File: src/rtl/xbmru_pkg.sv
package xbmru_pkg;

  localparam int unsigned WordBits  = 16;
  localparam int unsigned ByteBits  = 8;
  localparam int unsigned DimBits   = 14;
  localparam int unsigned ByteCntW  = 12;
  localparam int unsigned RunCntW   = 5;
  localparam int unsigned IndexBits = 8;
  localparam int unsigned CfgIdxW   = 3;
  localparam int unsigned CfgDataW  = 14;

  // Configuration register indexes
  typedef enum logic [CfgIdxW-1:0] {
    CfgWidth      = 3'd0,
    CfgHeight     = 3'd1,
    CfgX10        = 3'd2,
    CfgForeground = 3'd3,
    CfgBackground = 3'd4
  } cfg_idx_e;

  // Decoded pixel run of one raster word: pixel bits are a prefix of bits
  typedef struct packed {
    logic [WordBits-1:0] bits;
    logic [RunCntW-1:0]  cnt;
    logic                eoi;
  } run_t;

endpackage

File: src/rtl/xbmru_decode.sv
module xbmru_decode import xbmru_pkg::*; (
  input  logic                clk_i,
  input  logic                rst_ni,
  input  logic                accept_i,
  input  logic [WordBits-1:0] data_word_i,
  input  logic [DimBits-1:0]  width_i,
  input  logic [DimBits-1:0]  height_i,
  input  logic                x10_i,
  output run_t                run_o
);

  logic [DimBits-1:0]  col_q, col_d;
  logic [ByteCntW-1:0] bil_q, bil_d;
  logic [DimBits-1:0]  lines_q, lines_d;

  logic                active;
  logic                pad;
  logic [ByteCntW:0]   line_bytes;
  logic [ByteCntW:0]   bil_sum;
  logic                skip_hi;
  logic [DimBits-1:0]  rem_px;
  logic [RunCntW-1:0]  avail;
  logic [RunCntW-1:0]  n;
  logic                last_line;

  always_comb begin
    active     = lines_q < height_i;
    pad        = x10_i && (width_i[3:0] >= 4'd1) && (width_i[3:0] <= 4'd8);
    // ceil(width/8) plus the X10 padding byte
    line_bytes = {2'b00, width_i[DimBits-1:3]} + {{ByteCntW{1'b0}}, |width_i[2:0]}
               + {{ByteCntW{1'b0}}, pad};
    skip_hi    = pad && !(({1'b0, bil_q} + 13'd2) < line_bytes);
    rem_px     = (width_i > col_q) ? (width_i - col_q) : '0;

    if (!active)          avail = '0;
    else if (!x10_i)      avail = RunCntW'(ByteBits);
    else if (skip_hi)     avail = RunCntW'(ByteBits);
    else                  avail = RunCntW'(WordBits);

    n = ({{(DimBits-RunCntW){1'b0}}, avail} > rem_px) ? rem_px[RunCntW-1:0] : avail;

    last_line = ({1'b0, lines_q} + 15'd1) == {1'b0, height_i};

    run_o.bits = x10_i ? data_word_i : {8'h00, data_word_i[ByteBits-1:0]};
    run_o.cnt  = n;
    // last pixel of the image's last line lies inside this run
    run_o.eoi  = active && last_line && (rem_px != '0)
              && ({{(DimBits-RunCntW){1'b0}}, n} == rem_px);

    bil_sum = {1'b0, bil_q} + (x10_i ? 13'd2 : 13'd1);
    col_d   = col_q;
    bil_d   = bil_q;
    lines_d = lines_q;
    if (accept_i && active) begin
      if (bil_sum >= line_bytes) begin
        col_d   = '0;
        bil_d   = '0;
        lines_d = lines_q + 14'd1;
      end else begin
        col_d = col_q + {{(DimBits-RunCntW){1'b0}}, n};
        bil_d = bil_sum[ByteCntW-1:0];
      end
    end
  end

  always_ff @(posedge clk_i or negedge rst_ni) begin
    if (!rst_ni) begin
      col_q   <= '0;
      bil_q   <= '0;
      lines_q <= '0;
    end else begin
      col_q   <= col_d;
      bil_q   <= bil_d;
      lines_q <= lines_d;
    end
  end

endmodule

File: src/rtl/xbmru_serial.sv
module xbmru_serial import xbmru_pkg::*; (
  input  logic                 clk_i,
  input  logic                 rst_ni,
  input  logic                 load_i,
  input  run_t                 run_i,
  output logic                 free_o,
  input  logic [IndexBits-1:0] fg_i,
  input  logic [IndexBits-1:0] bg_i,
  output logic                 out_valid_o,
  input  logic                 out_stall_i,
  output logic [IndexBits-1:0] pixel_index_o,
  output logic                 last_of_run_o,
  output logic                 end_of_image_o
);

  run_t run_q, run_d;
  logic out_valid_q, out_valid_d;
  logic [IndexBits-1:0] pix_q, pix_d;
  logic last_q, last_d, eoi_q, eoi_d;
  logic slot_ok, emit;

  always_comb begin
    slot_ok = !out_valid_q || !out_stall_i;
    emit    = (run_q.cnt != '0) && slot_ok;
    free_o  = (run_q.cnt == '0) || (emit && run_q.cnt == 5'd1);

    run_d = run_q;
    if (load_i) begin
      run_d = run_i;
    end else if (emit) begin
      run_d.bits = run_q.bits >> 1;
      run_d.cnt  = run_q.cnt - 5'd1;
    end

    out_valid_d = out_valid_q;
    pix_d       = pix_q;
    last_d      = last_q;
    eoi_d       = eoi_q;
    if (slot_ok) begin
      out_valid_d = emit;
      pix_d       = run_q.bits[0] ? fg_i : bg_i;
      last_d      = run_q.cnt == 5'd1;
      eoi_d       = run_q.eoi && (run_q.cnt == 5'd1);
    end
  end

  always_ff @(posedge clk_i or negedge rst_ni) begin
    if (!rst_ni) begin
      run_q       <= '0;
      out_valid_q <= 1'b0;
      pix_q       <= '0;
      last_q      <= 1'b0;
      eoi_q       <= 1'b0;
    end else begin
      run_q       <= run_d;
      out_valid_q <= out_valid_d;
      pix_q       <= pix_d;
      last_q      <= last_d;
      eoi_q       <= eoi_d;
    end
  end

  assign out_valid_o    = out_valid_q;
  assign pixel_index_o  = pix_q;
  assign last_of_run_o  = last_q;
  assign end_of_image_o = eoi_q;

endmodule

File: src/rtl/xbm_raster_bit_unpacker.sv
// Pipeline: an accepted word lands in the run register at the accepting edge;
//   its pixels then pass through the output register, which holds on out_stall_i.
// Throughput: one pixel per cycle while out_stall_i is low; a word that yields
//   n pixels (16 for a full X10 word, 8 for an X11 byte) holds the input until
//   its last pixel leaves the run register; a word with no pixels never loads it.
// Reset (rst_ni, async low): counters and handshake state clear, config
//   registers take width 8, height 1, X11, foreground 0, background 1.
module xbm_raster_bit_unpacker import xbmru_pkg::*; (
  input  logic                 clk_i,
  input  logic                 rst_ni,
  // configuration write channel
  input  logic                 cfg_valid_i,
  output logic                 cfg_ready_o,
  input  logic [CfgIdxW-1:0]   cfg_index_i,
  input  logic [CfgDataW-1:0]  cfg_data_i,
  // raster word input
  input  logic                 in_valid_i,
  output logic                 in_stall_o,
  input  logic [WordBits-1:0]  data_word_i,
  // pixel output
  output logic                 out_valid_o,
  input  logic                 out_stall_i,
  output logic [IndexBits-1:0] pixel_index_o,
  output logic                 last_of_run_o,
  output logic                 end_of_image_o
);

  logic [DimBits-1:0]   width_q, height_q;
  logic                 x10_q;
  logic [IndexBits-1:0] fg_q, bg_q;

  logic accept;
  logic run_free;
  run_t run;

  assign cfg_ready_o = 1'b1;

  // Config registers; writes to unlisted indexes are dropped.
  always_ff @(posedge clk_i or negedge rst_ni) begin
    if (!rst_ni) begin
      width_q  <= 14'd8;
      height_q <= 14'd1;
      x10_q    <= 1'b0;
      fg_q     <= 8'd0;
      bg_q     <= 8'd1;
    end else if (cfg_valid_i && cfg_ready_o) begin
      unique case (cfg_idx_e'(cfg_index_i))
        CfgWidth:      width_q  <= cfg_data_i;
        CfgHeight:     height_q <= cfg_data_i;
        CfgX10:        x10_q    <= cfg_data_i[0];
        CfgForeground: fg_q     <= cfg_data_i[IndexBits-1:0];
        CfgBackground: bg_q     <= cfg_data_i[IndexBits-1:0];
        default: ;
      endcase
    end
  end

  // A new word is taken whenever the run register empties this cycle, so
  // runs of consecutive words stream out without a gap.
  assign in_stall_o = !run_free;
  assign accept     = in_valid_i && !in_stall_o;

  // Line/column bookkeeping and per-word pixel run decode
  xbmru_decode u_decode (
    .clk_i       (clk_i),
    .rst_ni      (rst_ni),
    .accept_i    (accept),
    .data_word_i (data_word_i),
    .width_i     (width_q),
    .height_i    (height_q),
    .x10_i       (x10_q),
    .run_o       (run)
  );

  // Run register shifting one pixel per cycle, unless the output stalls, into the output register
  xbmru_serial u_serial (
    .clk_i          (clk_i),
    .rst_ni         (rst_ni),
    .load_i         (accept && (run.cnt != '0)),
    .run_i          (run),
    .free_o         (run_free),
    .fg_i           (fg_q),
    .bg_i           (bg_q),
    .out_valid_o    (out_valid_o),
    .out_stall_i    (out_stall_i),
    .pixel_index_o  (pixel_index_o),
    .last_of_run_o  (last_of_run_o),
    .end_of_image_o (end_of_image_o)
  );

endmodule

File: config.mk
export PLATFORM = sky130hd
export DESIGN_NAME = xbm_raster_bit_unpacker
export DESIGN_NICKNAME = d
export VERILOG_FILES = /design/src/rtl/xbmru_pkg.sv /design/src/rtl/xbmru_decode.sv /design/src/rtl/xbmru_serial.sv /design/src/rtl/xbm_raster_bit_unpacker.sv
export SDC_FILE = /design/constraint.sdc
export NUM_CORES = 1
export LEC_CHECK = 0
export BUFFER_PORTS_ARGS = -buffer_cell sky130_fd_sc_hd__buf_2
export CAP_MARGIN = 20
export CORE_MARGIN = 1
export CORE_UTILIZATION = 45
export CTS_CLUSTER_DIAMETER = 100
export DETAILED_ROUTE_END_ITERATION = 6
export HOLD_SLACK_MARGIN = 0.06
export PLACE_DENSITY_LB_ADDON = 0.3
export SLEW_MARGIN = 40
export SYNTH_ARGS = -nofsm -noshare
export SYNTH_HDL_FRONTEND = slang
export SYNTH_SLANG_ARGS = --single-unit
export TNS_END_PERCENT = 10
File: constraint.sdc
create_clock -name clk_i -period 6.8 [get_ports clk_i]
set_clock_uncertainty 0.1 [all_clocks]
set_input_delay 0.68 -clock clk_i [delete_from_list [all_inputs] [get_ports clk_i]]
set_output_delay 0.68 -clock clk_i [all_outputs]
set_load 0.01 [all_outputs]
== Word-level counts from Yosys, hierarchy flattened ==
Cells that the tools add are included.
Storage, ports and cells
  flip-flop bits (word level): 118
  output and inout bits: 13
Operators by class
  $add $sub $neg: 9
  $lt $le $gt $ge: 7
  equal/unequal tests: 7
  multiplexer cells: 12
  reductions and logical operators: 31
Operators with widths (number)
  21-bit 2-to-1 mux: 2
  14-bit 2-to-1 mux: 2
  5-bit 2-to-1 mux: 4
  16-bit 2-to-1 mux: 1
  14-bit by 1-bit adder with 15-bit output (second input constant): 1
  15-bit by 14-bit == test with 1-bit output: 1
  14-bit by 1-bit adder with 14-bit output (second input constant): 1
  14-bit by 5-bit adder with 14-bit output: 1
  5-bit by 14-bit == test with 1-bit output: 1
  14-bit > comparator: 1
  5-bit by 14-bit > comparator with 1-bit output: 1
  14-bit less-than comparator: 1
  14-bit nonzero test: 1
  14-bit subtractor: 1
  12-bit by 13-bit adder with 13-bit output: 1
  12-bit by 2-bit adder with 13-bit output (second input constant): 1
  13-bit by 1-bit adder with 13-bit output: 1
  13-bit >= comparator: 1
  13-bit less-than comparator: 1
  11-bit by 1-bit adder with 12-bit output: 1
  1-bit logical AND: 12
  12-bit 2-to-1 mux: 1
  2-bit AND reduction: 6
  5-bit nonzero test: 2
  15 further kinds: 20

== Depth between registers and ports, before layout ==
Gate-level depths: netlist of the first run.
  depth in word-level cells: 15
  mapped depth: 34
  depth with buffers taken out: 33

== By module ==
From an unflattened synthesis of the first run, not the netlist that was laid out.
Unflattened totals
  cells, all modules: 874
  area total of the unflattened synthesis: 8385.5 um^2
By module, submodules not included
  xbmru_decode: times used 1, cells an instance 604, area an instance 4912.2 um^2
  xbm_raster_bit_unpacker: times used 1, cells an instance 105, area an instance 1790.5 um^2
  xbmru_serial: times used 1, cells an instance 165, area an instance 1682.9 um^2

== Worst setup path before layout of the first run ==
OpenSTA, ideal clock, no wires.
  kind: register -> register
  start point: reg width_q[0]
  end point: reg u_decode.col_q[10]
  setup time: 87 ps
  data arrival time: 6572 ps
  data required time: 6613 ps
  path slack: 42 ps
  stages on the path, launching flop included: 32
  period minus slack after synthesis: 6758 ps
  cell sequence: dfrtp_1 -> or3_1 -> ha_1 -> ha_1 -> buf_2 -> inv_1 -> o211a_1 -> or2_1 -> nor4b_1 -> o21ai_0 -> xor2_1 -> ha_1 -> nand4_1 -> nor2_1 -> a221o_1 -> maj3_1 -> a211oi_1 -> ha_1 -> a21oi_1 -> nor2b_1 -> a31oi_1 -> a21oi_1 -> nand2_1 -> nor2_1 -> ha_1 -> inv_1 -> fa_1 -> o21ai_0 -> a21o_1 -> nand2_1 -> or4_1 -> o211ai_1
Between the ends
  longest elaborated chain between the ends: 14
  elaborated cells on any way between the ends: 21
RTL lines
  start, declared: line xbm_raster_bit_unpacker.sv:28  | logic [DimBits-1:0] width_q, height_q;
  start signal, assigned: line xbm_raster_bit_unpacker.sv:48  | CfgWidth: width_q <= cfg_data_i;
  parallel branches: the longest is 13 deep, another holds 5-bit by 14-bit > comparator with 1-bit output
  14-bit 2-to-1 mux *: line xbmru_decode.sv:55  | if (bil_sum >= line_bytes) begin
  end signal, assigned: line xbmru_decode.sv:72  | col_q <= col_d;
  end, declared: line xbmru_decode.sv:12  | logic [DimBits-1:0] col_q, col_d;
Every way passes the cells marked *.
A chain may end at the register's enable or synchronous reset.

== Final worst setup path of the first run ==
  start point: reg width_q[1]
  end point: reg u_decode.col_q[9]
The elaborated chain is that of the path after synthesis.

==> metrics.cfg, run 1 <==
[run_status]
status = complete, but fails checks
failed_checks = design-rule violations

[floorplan]
initial_utilization = 0.4582
core_um2 = 17960
die_area_um2 = 18840
rows = 49
ios = 51
die_y_um = 137.3
die_width_um = 137.3

[drt]
met3_wirelength_um = 848
top_layer = met4
first_pass_iters = 7
drtIter0Drc = 523
final_antenna_net_count = 0
route.met2.wl_um = 9203
route.vias.total = 6684
route.final.wire_length_um = 19860
met1_length_um = 9426
drc = 2
via_per_inst = 5.538
wl_per_cell_um = 16.45

[global_route]
first_global_vias = 6317
antenna_found_initial = 0
grt_pass1_wl_um = 32340
grt_max_degree = 73
grt_usage = 0.2233
overflow = 0

[sta]
timing.final.hold_violations = 0
drv_slew = 0
setup_viol = 0
max_slew.worst_pin.slew_ps = 773.4
hold_ws_ps = 159.3
slew_headroom = 0.4839
fmax_ghz = 0.1534
min_period_ps = 6520
finalCritPeriodShare = 0.9588
fin_tns_setup_ps = 0

[clock_tree]
clk_latency_ps = 420
cts_tree = built
clk_pin_slew_ps = 60
htree_levels = 4
numCtsBuffers = 17
cts.sinks = 118
hold_buffers = 0
clockBufferDepth = 2
cts-root-buf = clkbuf_16

[hold_path]
min_path_type = input pin to async pin

[yosys]
synth_common_cells = dfrtp_1, nand2_1, ha_1, a21oi_1, xnor2_1
async_reset_ff_frac = 1.000
yosysWarnings = 0
synthMuxAreaShare = 0.07798
syn_area_per_cell_um2 = 9.136
yosysTopAreaCellShare = 0.3496
synth_xor_area_frac = 0.09044
synth_most_common_cell = dfrtp_1
synth_flop_cell = dfrtp_1
ys_seq_area_frac = 0.3592
yosysTopAreaCell = dfrtp_1
syn_area_um2 = 8232
synth_edf_count = 0
synth-compound-area-share = 0.1514
synth_top_family_by_area = simple AND/OR/NAND/NOR gates
syn_inst = 901
yosys-top-cells-area = dfrtp_1, ha_1, xnor2_1
yosys.area_share.simple = 0.1652
ys_seq_elements = 118
synthAdderAreaFrac = 0.1146
synth_cell_type_count = 70

[power]
cellLeakagePower_nw = 4.351
vdd_drop_max_mv = 0.2205
powerDensity_nw_per_um2 = 358.9

[worst_setup_path]
cp_max_fo = 6
crit_buf_inv = 4
required_ps = 6990
cp_slowest_cell = or3_4
path_delay_family = compound AO/OA/AOI/OAI gates
critPathLaunchType = flip-flop
crit_top_cell = a21o_1
critPathMaxStageDelay_ps = 430
cp.arrival_ps = 6710
crit_type = flip-flop to flip-flop
end_kind = flip-flop

[final_layout]
drive_gt1_frac = 0.1830
area_growth_pct = 15.75
n_antenna_cell = 0
nets = 1075

[flow_run]
cap_violations = 0

[placed_design]
globalplace.congestion = 0.9290
io_buffers = 49
hpwl_um = 14730

[state kept, by name, summed over array words and instances, names as in the netlist]
register and count:
bg_q 8, fg_q 8, height_q 14, u_decode.bil_q 12, u_decode.col_q 14, u_decode.lines_q 14
u_serial.end_of_image_o 1, u_serial.last_of_run_o 1, u_serial.out_valid_o 1, u_serial.pixel_index_o 8, u_serial.run_q 22, width_q 14
x10_q 1
[cells by family (layout without fill, tap and decap cells)]
group	count (synthesis)	count (layout)
simple gates	281	281
compound gates	198	198
flops	118	118
xor+xnor	85	85
buf+inv	84	159
fa+ha+maj	74	74
mux	60	60
other cells	1	3
[final cells by class]
class                      instances  area (µm²)
sequential                       118        2957
clock buffer                      17       425.4
tap                              229       286.5
clock inverter                    14       151.4
multi-input combinational        701        5046
fill                            1654        8436
timing repair buffer              80       481.7
inverter                          48       180.2
[what timing repair did]
item                       CTS  global route
cloned                       0             0
gates resized for setup      3            18
buffers inserted             1             1
setup endpoints to repair    9            10
pin swaps                    0             9
[final timing paths]
| check | start | end | slack [ps] | cells after the start |
|---|---|---|---|---|
| max | width_q[1]$_DFFE_PN0P_ | u_decode.col_q[9]$_DFFE_PN0P_ | 280 | 33 |
| min | rst_ni | u_serial.run_q[13]$_DFFE_PN0P_ | 160 | 1 |
| max reg2reg | width_q[1]$_DFFE_PN0P_ | u_decode.col_q[9]$_DFFE_PN0P_ | 280 | 33 |
| min reg2reg | u_serial.last_of_run_o$_DFFE_PN0N_ | u_serial.last_of_run_o$_DFFE_PN0N_ | 370 | 2 |
| max in group asynchronous | rst_ni | u_decode.lines_q[5]$_DFFE_PN0P_ | 5360 | 2 |
| min in group clk_i | u_serial.last_of_run_o$_DFFE_PN0N_ | u_serial.last_of_run_o$_DFFE_PN0N_ | 370 | 2 |
[cells in the final DEF (no fill, tap or decap), types with 4 or more instances in the layout]
cell / count
a21o_1: 20
and3_1: 9
a31oi_1: 5
xnor2_1: 57
nand3b_1: 6
nor2_1: 48
nand2_1: 98
mux2i_1: 27
a21oi_1: 53
inv_1: 48
o21ai_0: 53
o31ai_1: 6
o21a_1: 4
buf_4: 30
clkbuf_16: 17
mux2_2: 31
nand2b_1: 8
nand4_1: 9
a22o_1: 5
buf_2: 49
nor3_1: 18
o211ai_1: 11
a21oi_2: 6
inv_6: 4
or3_1: 6
nand3_1: 42
ha_1: 65
dfrtp_1: 115
xor2_1: 26
nor4_1: 7
nor2b_1: 7
[worst reg2reg max path, delay by kind of cell (launching register included)]
family	cells	cell delay [ps]
AO/OA/AOI/OAI	13	2290
flip-flops	1	380
XOR/XNOR	1	150
adder cells (fa/ha/maj)	5	1400
AND/OR/NAND/NOR	10	1590
buffers and inverters	4	500
[stage by stage]
step,power (mW),instance area [µm²],setup WS [ps],std cells,utilization
3_5_place_dp,2.465,8859,-99.25,1173,0.4931
5_1_grt,3.675,9528,-18.12,1207,0.5304
4_1_cts,3.384,9454,39.95,1205,0.5263
6_report,3.419,9528,280.1,1207,0.5304
3_3_place_gp,2.438,8843,90.09,1173,0.4923
2_1_floorplan,2.065,8239,41.81,903,-
[routing by layer]
layer,global-route usage,vias to the layer above
met2,0.3488,140
met5,0,-
met1,0.3061,3190
met4,0.07570,0
met3,0.04709,31
li1,-,3323
[report_power, final]
| part | internal [mW] | total (mW) | leakage [nW] | switching (mW) |
|---|---|---|---|---|
| Sequential | 0.878 | 1.05 | 1.48 | 0.168 |
| Clock | 0.540 | 0.896 | 0.280 | 0.355 |
| Combinational | 0.666 | 1.48 | 2.59 | 0.811 |
| Total | 2.08 | 3.42 | 4.35 | 1.33 |
Power figures use the tool's default switching activity.
==> inputs of run 2 (changes only) <==
--- a/config.mk
+++ b/config.mk
@@ -13,6 +13,7 @@
 export DETAILED_ROUTE_END_ITERATION = 6
 export HOLD_SLACK_MARGIN = 0.06
 export PLACE_DENSITY_LB_ADDON = 0.3
+export RECOVER_POWER = 25
 export SLEW_MARGIN = 40
 export SYNTH_ARGS = -nofsm -noshare
 export SYNTH_HDL_FRONTEND = slang
==> metrics.cfg, run 2 (same netlist as run 1, synthesis figures left out) <==
[floorplan]
core_um2 = 17960  ; unchanged
rows = 49  ; unchanged
die_area_um2 = 18840  ; unchanged
die_y_um = 137.3  ; unchanged
initial_utilization = 0.4582  ; unchanged
ios = 51  ; unchanged
die_width_um = 137.3  ; unchanged

[placed_design]
globalplace.congestion = 0.9290  ; unchanged
hpwl_um = 14730  ; unchanged
io_buffers = 49  ; unchanged

[final_layout]
n_antenna_cell = 0  ; unchanged
area_growth_pct = 15.66  ; was 15.75%
num-fill-cells = 1656  ; was 1654
multi_input_area_um2 = 5046  ; unchanged
layout_common_cells = dfrtp_1, nand2_1, ha_1  ; unchanged
drive_gt1_frac = 0.1820  ; was 0.1830
post-route-util = 0.5300  ; was 0.5304
final_common_cell = dfrtp_1  ; unchanged
largest_reg_flops = 22  ; unchanged
regMostFlops = u_serial.run_q  ; unchanged
nets = 1075  ; unchanged
seqCellArea_um2 = 2957  ; unchanged

[sta]
fmax_ghz = 0.1533  ; was 0.1534 GHz
slew_headroom = -1.510  ; was 0.4839
min_period_ps = 6524  ; was 6520 ps
timing.final.hold_violations = 0  ; unchanged
max_slew.worst_pin.slew_ps = 3765  ; was 773.4 ps
finalCritPeriodShare = 0.9594  ; was 0.9588
fin_tns_setup_ps = 0  ; unchanged
drv_slew = 73  ; was 0
setup_viol = 0  ; unchanged

[flow_run]
cap_violations = 1  ; was 0

[worst_setup_path]
critPathLaunchType = flip-flop  ; unchanged
crit_buf_inv = 4  ; unchanged
crit_top_cell = a21o_1  ; unchanged
required_ps = 6990  ; about the same
cp_max_fo = 6  ; unchanged
end_kind = flip-flop  ; unchanged
cp_slowest_cell = or3_4  ; unchanged
critPathMaxStageDelay_ps = 430  ; about the same
cp.arrival_ps = 6710  ; about the same
path_delay_family = compound AO/OA/AOI/OAI gates  ; unchanged
crit_type = flip-flop to flip-flop  ; unchanged

[clock_tree]
clockBufferDepth = 2  ; unchanged
cts.sinks = 118  ; unchanged
numCtsBuffers = 17  ; unchanged
clk_pin_slew_ps = 60  ; about the same
cts_tree = built  ; unchanged
clk_latency_ps = 430  ; was 420 ps
htree_levels = 4  ; unchanged
cts-root-buf = clkbuf_16  ; unchanged

[global_route]
overflow = 0  ; unchanged
grt_max_degree = 73  ; unchanged
first_global_vias = 6317  ; unchanged
grt_usage = 0.2233  ; unchanged
antenna_found_initial = 0  ; unchanged
grt_pass1_wl_um = 32340  ; unchanged

[drt]
drtIter0Drc = 484  ; was 523
drc = 0  ; was 2
route.vias.total = 6688  ; was 6684
first_pass_iters = 7  ; unchanged
route.final.wire_length_um = 19820  ; was 19860 µm
final_antenna_net_count = 0  ; unchanged
via_per_inst = 5.541  ; was 5.538
wl_per_cell_um = 16.42  ; was 16.45 µm

[run_status]
failed_checks = max-capacitance violations, max-slew violations  ; was design-rule violations
status = complete, but fails checks  ; unchanged

[power]
vdd_drop_max_mv = 0.2207  ; was 0.2205 mV
powerDensity_nw_per_um2 = 359.2  ; was 358.9 nW/µm²
cellLeakagePower_nw = 4.346  ; was 4.351 nW

[hold_path]
min_path_type = flip-flop to flip-flop  ; was input pin to async pin

-- run 2: routing by layer --
metal	vias to the layer above	GRT usage	share of wire
met2	170	0.3488	0.46
met1	3161	0.3061	0.47
met4	0	0.07570	0.021
met5	-	0	0
met3	35	0.04709	0.051
li1	3322	-	-
-- run 2: path summary, 6_finish.rpt --
path / to / cells past startpoint / start / slack [ps]
min: u_serial.last_of_run_o$_DFFE_PN0N_ / 2 / u_serial.last_of_run_o$_DFFE_PN0N_ / 370
max reg2reg: u_decode.col_q[13]$_DFFE_PN0P_ / 33 / width_q[1]$_DFFE_PN0P_ / 280
max in group asynchronous: u_decode.lines_q[5]$_DFFE_PN0P_ / 2 / rst_ni / 3010
max: u_decode.col_q[13]$_DFFE_PN0P_ / 33 / width_q[1]$_DFFE_PN0P_ / 280
min reg2reg: u_serial.last_of_run_o$_DFFE_PN0N_ / 2 / u_serial.last_of_run_o$_DFFE_PN0N_ / 370
min in group asynchronous: u_serial.run_q[13]$_DFFE_PN0P_ / 1 / rst_ni / 1450
-- run 2: final cells by class --
| type | count | share of cell area |
|---|---|---|
| clock buffer | 17 | 0.04468 |
| timing repair buffer | 80 | 0.04981 |
| tap | 229 | 0.03010 |
| clock inverter | 14 | 0.01590 |
| multi-input combinational | 701 | 0.5300 |
| inverter | 48 | 0.01892 |
| sequential | 118 | 0.3106 |
-- run 2: metrics by stage --
stage          total power, mW  hold WS [ps]  std cells  area (µm²)  setup WS (ps)
2_1_floorplan            2.065         284.4        903        8239          41.81
3_3_place_gp             2.438         360.0       1173        8843          90.09
3_5_place_dp             2.465         368.6       1173        8859         -99.25
4_1_cts                  3.384         188.2       1205        9454          39.95
5_1_grt                  3.675         391.3       1207        9520         -18.12
6_report                 3.420         372.8       1207        9520          276.1
-- run 2: tightest hold or removal path: cells and delay by family, from the launching register on --
kind / cells / cell delay, ps
flip-flops: 1 / 340
AND/OR/NAND/NOR: 2 / 100
-- run 2: repair_timing --
item                       in CTS  in global routing
pin swaps                       0                  9
buffers inserted                1                  1
gates cloned                    0                  0
gates resized for setup         3                 18
hold buffers                    0                  0
hold endpoints to repair        0                  0
setup endpoints to repair       9                 10
-- run 2: report_power, final --
| group | switching [mW] | internal (mW) |
|---|---|---|
| Sequential | 0.167 | 0.878 |
| Combinational | 0.809 | 0.666 |
| Clock | 0.359 | 0.540 |
==> inputs of run 3 (changes only) <==
--- a/config.mk
+++ b/config.mk
@@ -9,6 +9,7 @@
 export CAP_MARGIN = 20
 export CORE_MARGIN = 1
 export CORE_UTILIZATION = 45
+export CTS_BUF_LIST = sky130_fd_sc_hd__clkbuf_4
 export CTS_CLUSTER_DIAMETER = 100
 export DETAILED_ROUTE_END_ITERATION = 6
 export HOLD_SLACK_MARGIN = 0.06
==> constraint.sdc (replaced) <==
create_clock -name clk_i -period 5.5 [get_ports clk_i]
set_clock_uncertainty 0.1 [all_clocks]
set_input_delay 0.55 -clock clk_i [delete_from_list [all_inputs] [get_ports clk_i]]
set_output_delay 0.55 -clock clk_i [all_outputs]
set_load 0.01 [all_outputs]
==> metrics.cfg, run 3 (same netlist as run 1, synthesis figures left out) <==
[run_status]
status = complete, but fails checks  ; unchanged
failed_checks = max-capacitance violations, max-slew violations, negative setup slack  ; was max-capacitance violations, max-slew violations

[sta]
setup_ws_ps = -779.2  ; was 276.1 ps
drv_slew = 69  ; was 73
slew_headroom = -1.618  ; was -1.510
rsz0062_at_grt = true
fmax_ghz = 0.1593  ; was 0.1533 GHz
min_period_ps = 6279  ; was 6524 ps
finalCritPeriodShare = 1.142  ; was 0.9594
setup_viol = 34  ; was 0
timing.final.hold_violations = 0  ; unchanged
max_slew.worst_pin.slew_ps = 3928  ; was 3765 ps
fin_tns_setup_ps = -10780  ; was 0 ps

[global_route]
grt_pass1_wl_um = 34160  ; was 32340 µm
antenna_found_initial = 1  ; was 0
overflow = 0  ; unchanged
grt_max_degree = 69  ; was 73
grt_usage = 0.2369  ; was 0.2233
first_global_vias = 6820  ; was 6317

[worst_setup_path]
critPathMaxStageDelay_ps = 430  ; about the same
cp.arrival_ps = 6660  ; was 6710 ps
crit_type = flip-flop to flip-flop  ; unchanged
crit_buf_inv = 1  ; was 4
critPathLaunchType = flip-flop  ; unchanged
crit_top_cell = a21oi_2  ; was a21o_1
cp_max_fo = 6  ; unchanged
end_kind = flip-flop  ; unchanged
required_ps = 5880  ; was 6990 ps
path_delay_family = simple AND/OR/NAND/NOR gates  ; was compound AO/OA/AOI/OAI gates
cp_slowest_cell = or3_4  ; unchanged

[floorplan]
rows = 49  ; unchanged
die_width_um = 137.3  ; unchanged
die_y_um = 137.3  ; unchanged
core_um2 = 17960  ; unchanged
initial_utilization = 0.4582  ; unchanged
ios = 51  ; unchanged
die_area_um2 = 18840  ; unchanged

[final_layout]
drive_gt1_frac = 0.2550  ; was 0.1820
largest_reg_flops = 22  ; unchanged
final_common_cell = dfrtp_1  ; unchanged
regMostFlops = u_serial.run_q  ; unchanged
area_growth_pct = 20.46  ; was 15.66%
num-fill-cells = 1603  ; was 1656
post-route-util = 0.5520  ; was 0.5300
layout_common_cells = dfrtp_1, nand2_1, buf_4  ; was dfrtp_1, nand2_1, ha_1
nets = 1143  ; was 1075

[power]
powerDensity_nw_per_um2 = 421.0  ; was 359.2 nW/µm²
sw_frac_of_total = 0.4226  ; was 0.3905
p_seq_frac = 0.304  ; was 0.306
pwr-share-clk = 0.144  ; was 0.263
p_int_mw = 2.410  ; was 2.084 mW
vdd_drop_max_mv = 0.2343  ; was 0.2207 mV
p_sw_mw = 1.764  ; was 1.335 mW
cellLeakagePower_nw = 4.561  ; was 4.346 nW
pwr-share-comb = 0.552  ; was 0.431

[placed_design]
globalplace.congestion = 0.8845  ; was 0.9290
io_buffers = 49  ; unchanged
dp_slack_ps = -852.1  ; was -99.25 ps
hpwl_um = 15400  ; was 14730 µm

[clock_tree]
clockBufferDepth = 2  ; unchanged
clk_pin_slew_ps = 130  ; was 60 ps
numCtsBuffers = 17  ; unchanged
cts-root-buf = clkbuf_4  ; was clkbuf_16
cts_tree = built  ; unchanged
htree_levels = 4  ; unchanged
cts.sinks = 118  ; unchanged
clk_latency_ps = 560  ; was 430 ps

[drt]
route.final.wire_length_um = 20820  ; was 19820 µm
route.vias.total = 6960  ; was 6688
final_antenna_net_count = 0  ; unchanged
first_pass_iters = 6  ; was 7
wl_per_cell_um = 16.30  ; was 16.42 µm
drtIter0Drc = 422  ; was 484
drc = 0  ; unchanged
via_per_inst = 5.450  ; was 5.541

[hold_path]
min_path_type = input pin to flip-flop  ; was flip-flop to flip-flop

[flow_run]
cap_violations = 1  ; unchanged

-- run 3: changes by cell type in the layout (fill, tap and decap cells not counted), sizes merged --
cell         delta
dlygate4sd3     +2
inv             +2
bufinv          -2
buf            +64
clkbuf          +2
clkinv          +1
diode           +1
-- run 3: power by group through the flow --
stage	Combinational (mW)	Clock, mW	Sequential (mW)
6_report	2.31	0.601	1.27
5_1_grt	2.55	0.659	1.30
4_1_cts	2.20	0.624	1.27
3_5_place_dp	2.03	0	1.28
3_3_place_gp	1.98	0	1.28
2_1_floorplan	1.37	0	1.24
-- run 3: metrics by stage --
| stage | cells | instance area [µm²] | total power [mW] | hold WS, ps |
|---|---|---|---|---|
| global placement | 1220 | 9295 | 3.260 | 357.3 |
| CTS | 1270 | 9832 | 4.095 | 62.73 |
| global route | 1277 | 9916 | 4.511 | 93.80 |
| finish | 1277 | 9916 | 4.174 | 116.2 |
| detailed placement | 1221 | 9304 | 3.309 | 364.9 |
| floorplan | 903 | 8332 | 2.603 | 154.4 |
-- run 3: worst paths after layout --
path,startpoint,endpoint,slack (ps),cells after the start
worst max-delay path,width_q[1]$_DFFE_PN0P_,u_decode.col_q[10]$_DFFE_PN0P_,-780,30
worst min-delay path,cfg_data_i[11],width_q[11]$_DFFE_PN0P_,120,3
worst max register to register,width_q[1]$_DFFE_PN0P_,u_decode.col_q[10]$_DFFE_PN0P_,-780,30
worst min register to register,u_serial.pixel_index_o[0]$_DFFE_PN0N_,u_serial.pixel_index_o[0]$_DFFE_PN0N_,380,2
max in group asynchronous,rst_ni,u_decode.col_q[0]$_DFFE_PN0P_,1300,3
min in group asynchronous,rst_ni,height_q[13]$_DFFE_PN0P_,1780,2
-- run 3: tightest hold or removal path, stage by stage --
cell and delay (ps):
buf_2 90, nand2_1 40, o21ai_0 60
-- run 3: cell type report --
type                       instances  area (µm²)  area share
clock inverter                    15       138.9     0.01401
clock buffer                      17       127.6     0.01287
sequential                       118        2957      0.2982
tap                              229       286.5     0.02890
inverter                          48       182.7     0.01842
multi-input combinational        701        5220      0.5264
timing repair buffer             148        1001      0.1009
antenna                            1       2.502   0.0002524
-- run 3: metal layers --
layer	routed length [µm]	GRT usage	vias up
met5	0	0	-
met4	422	0.08791	0
met3	764	0.03311	33
met2	9875	0.3886	147
met1	9754	0.3172	3313
li1	-	-	3467
-- run 3: repair_timing --
action	in CTS	in global routing
endpoints found under the setup margin	34	36
resized for setup	25	12
buffers inserted	15	6
hold endpoints to repair	68	0
hold buffers	2	0
pin swaps	26	10
gates cloned	0	0
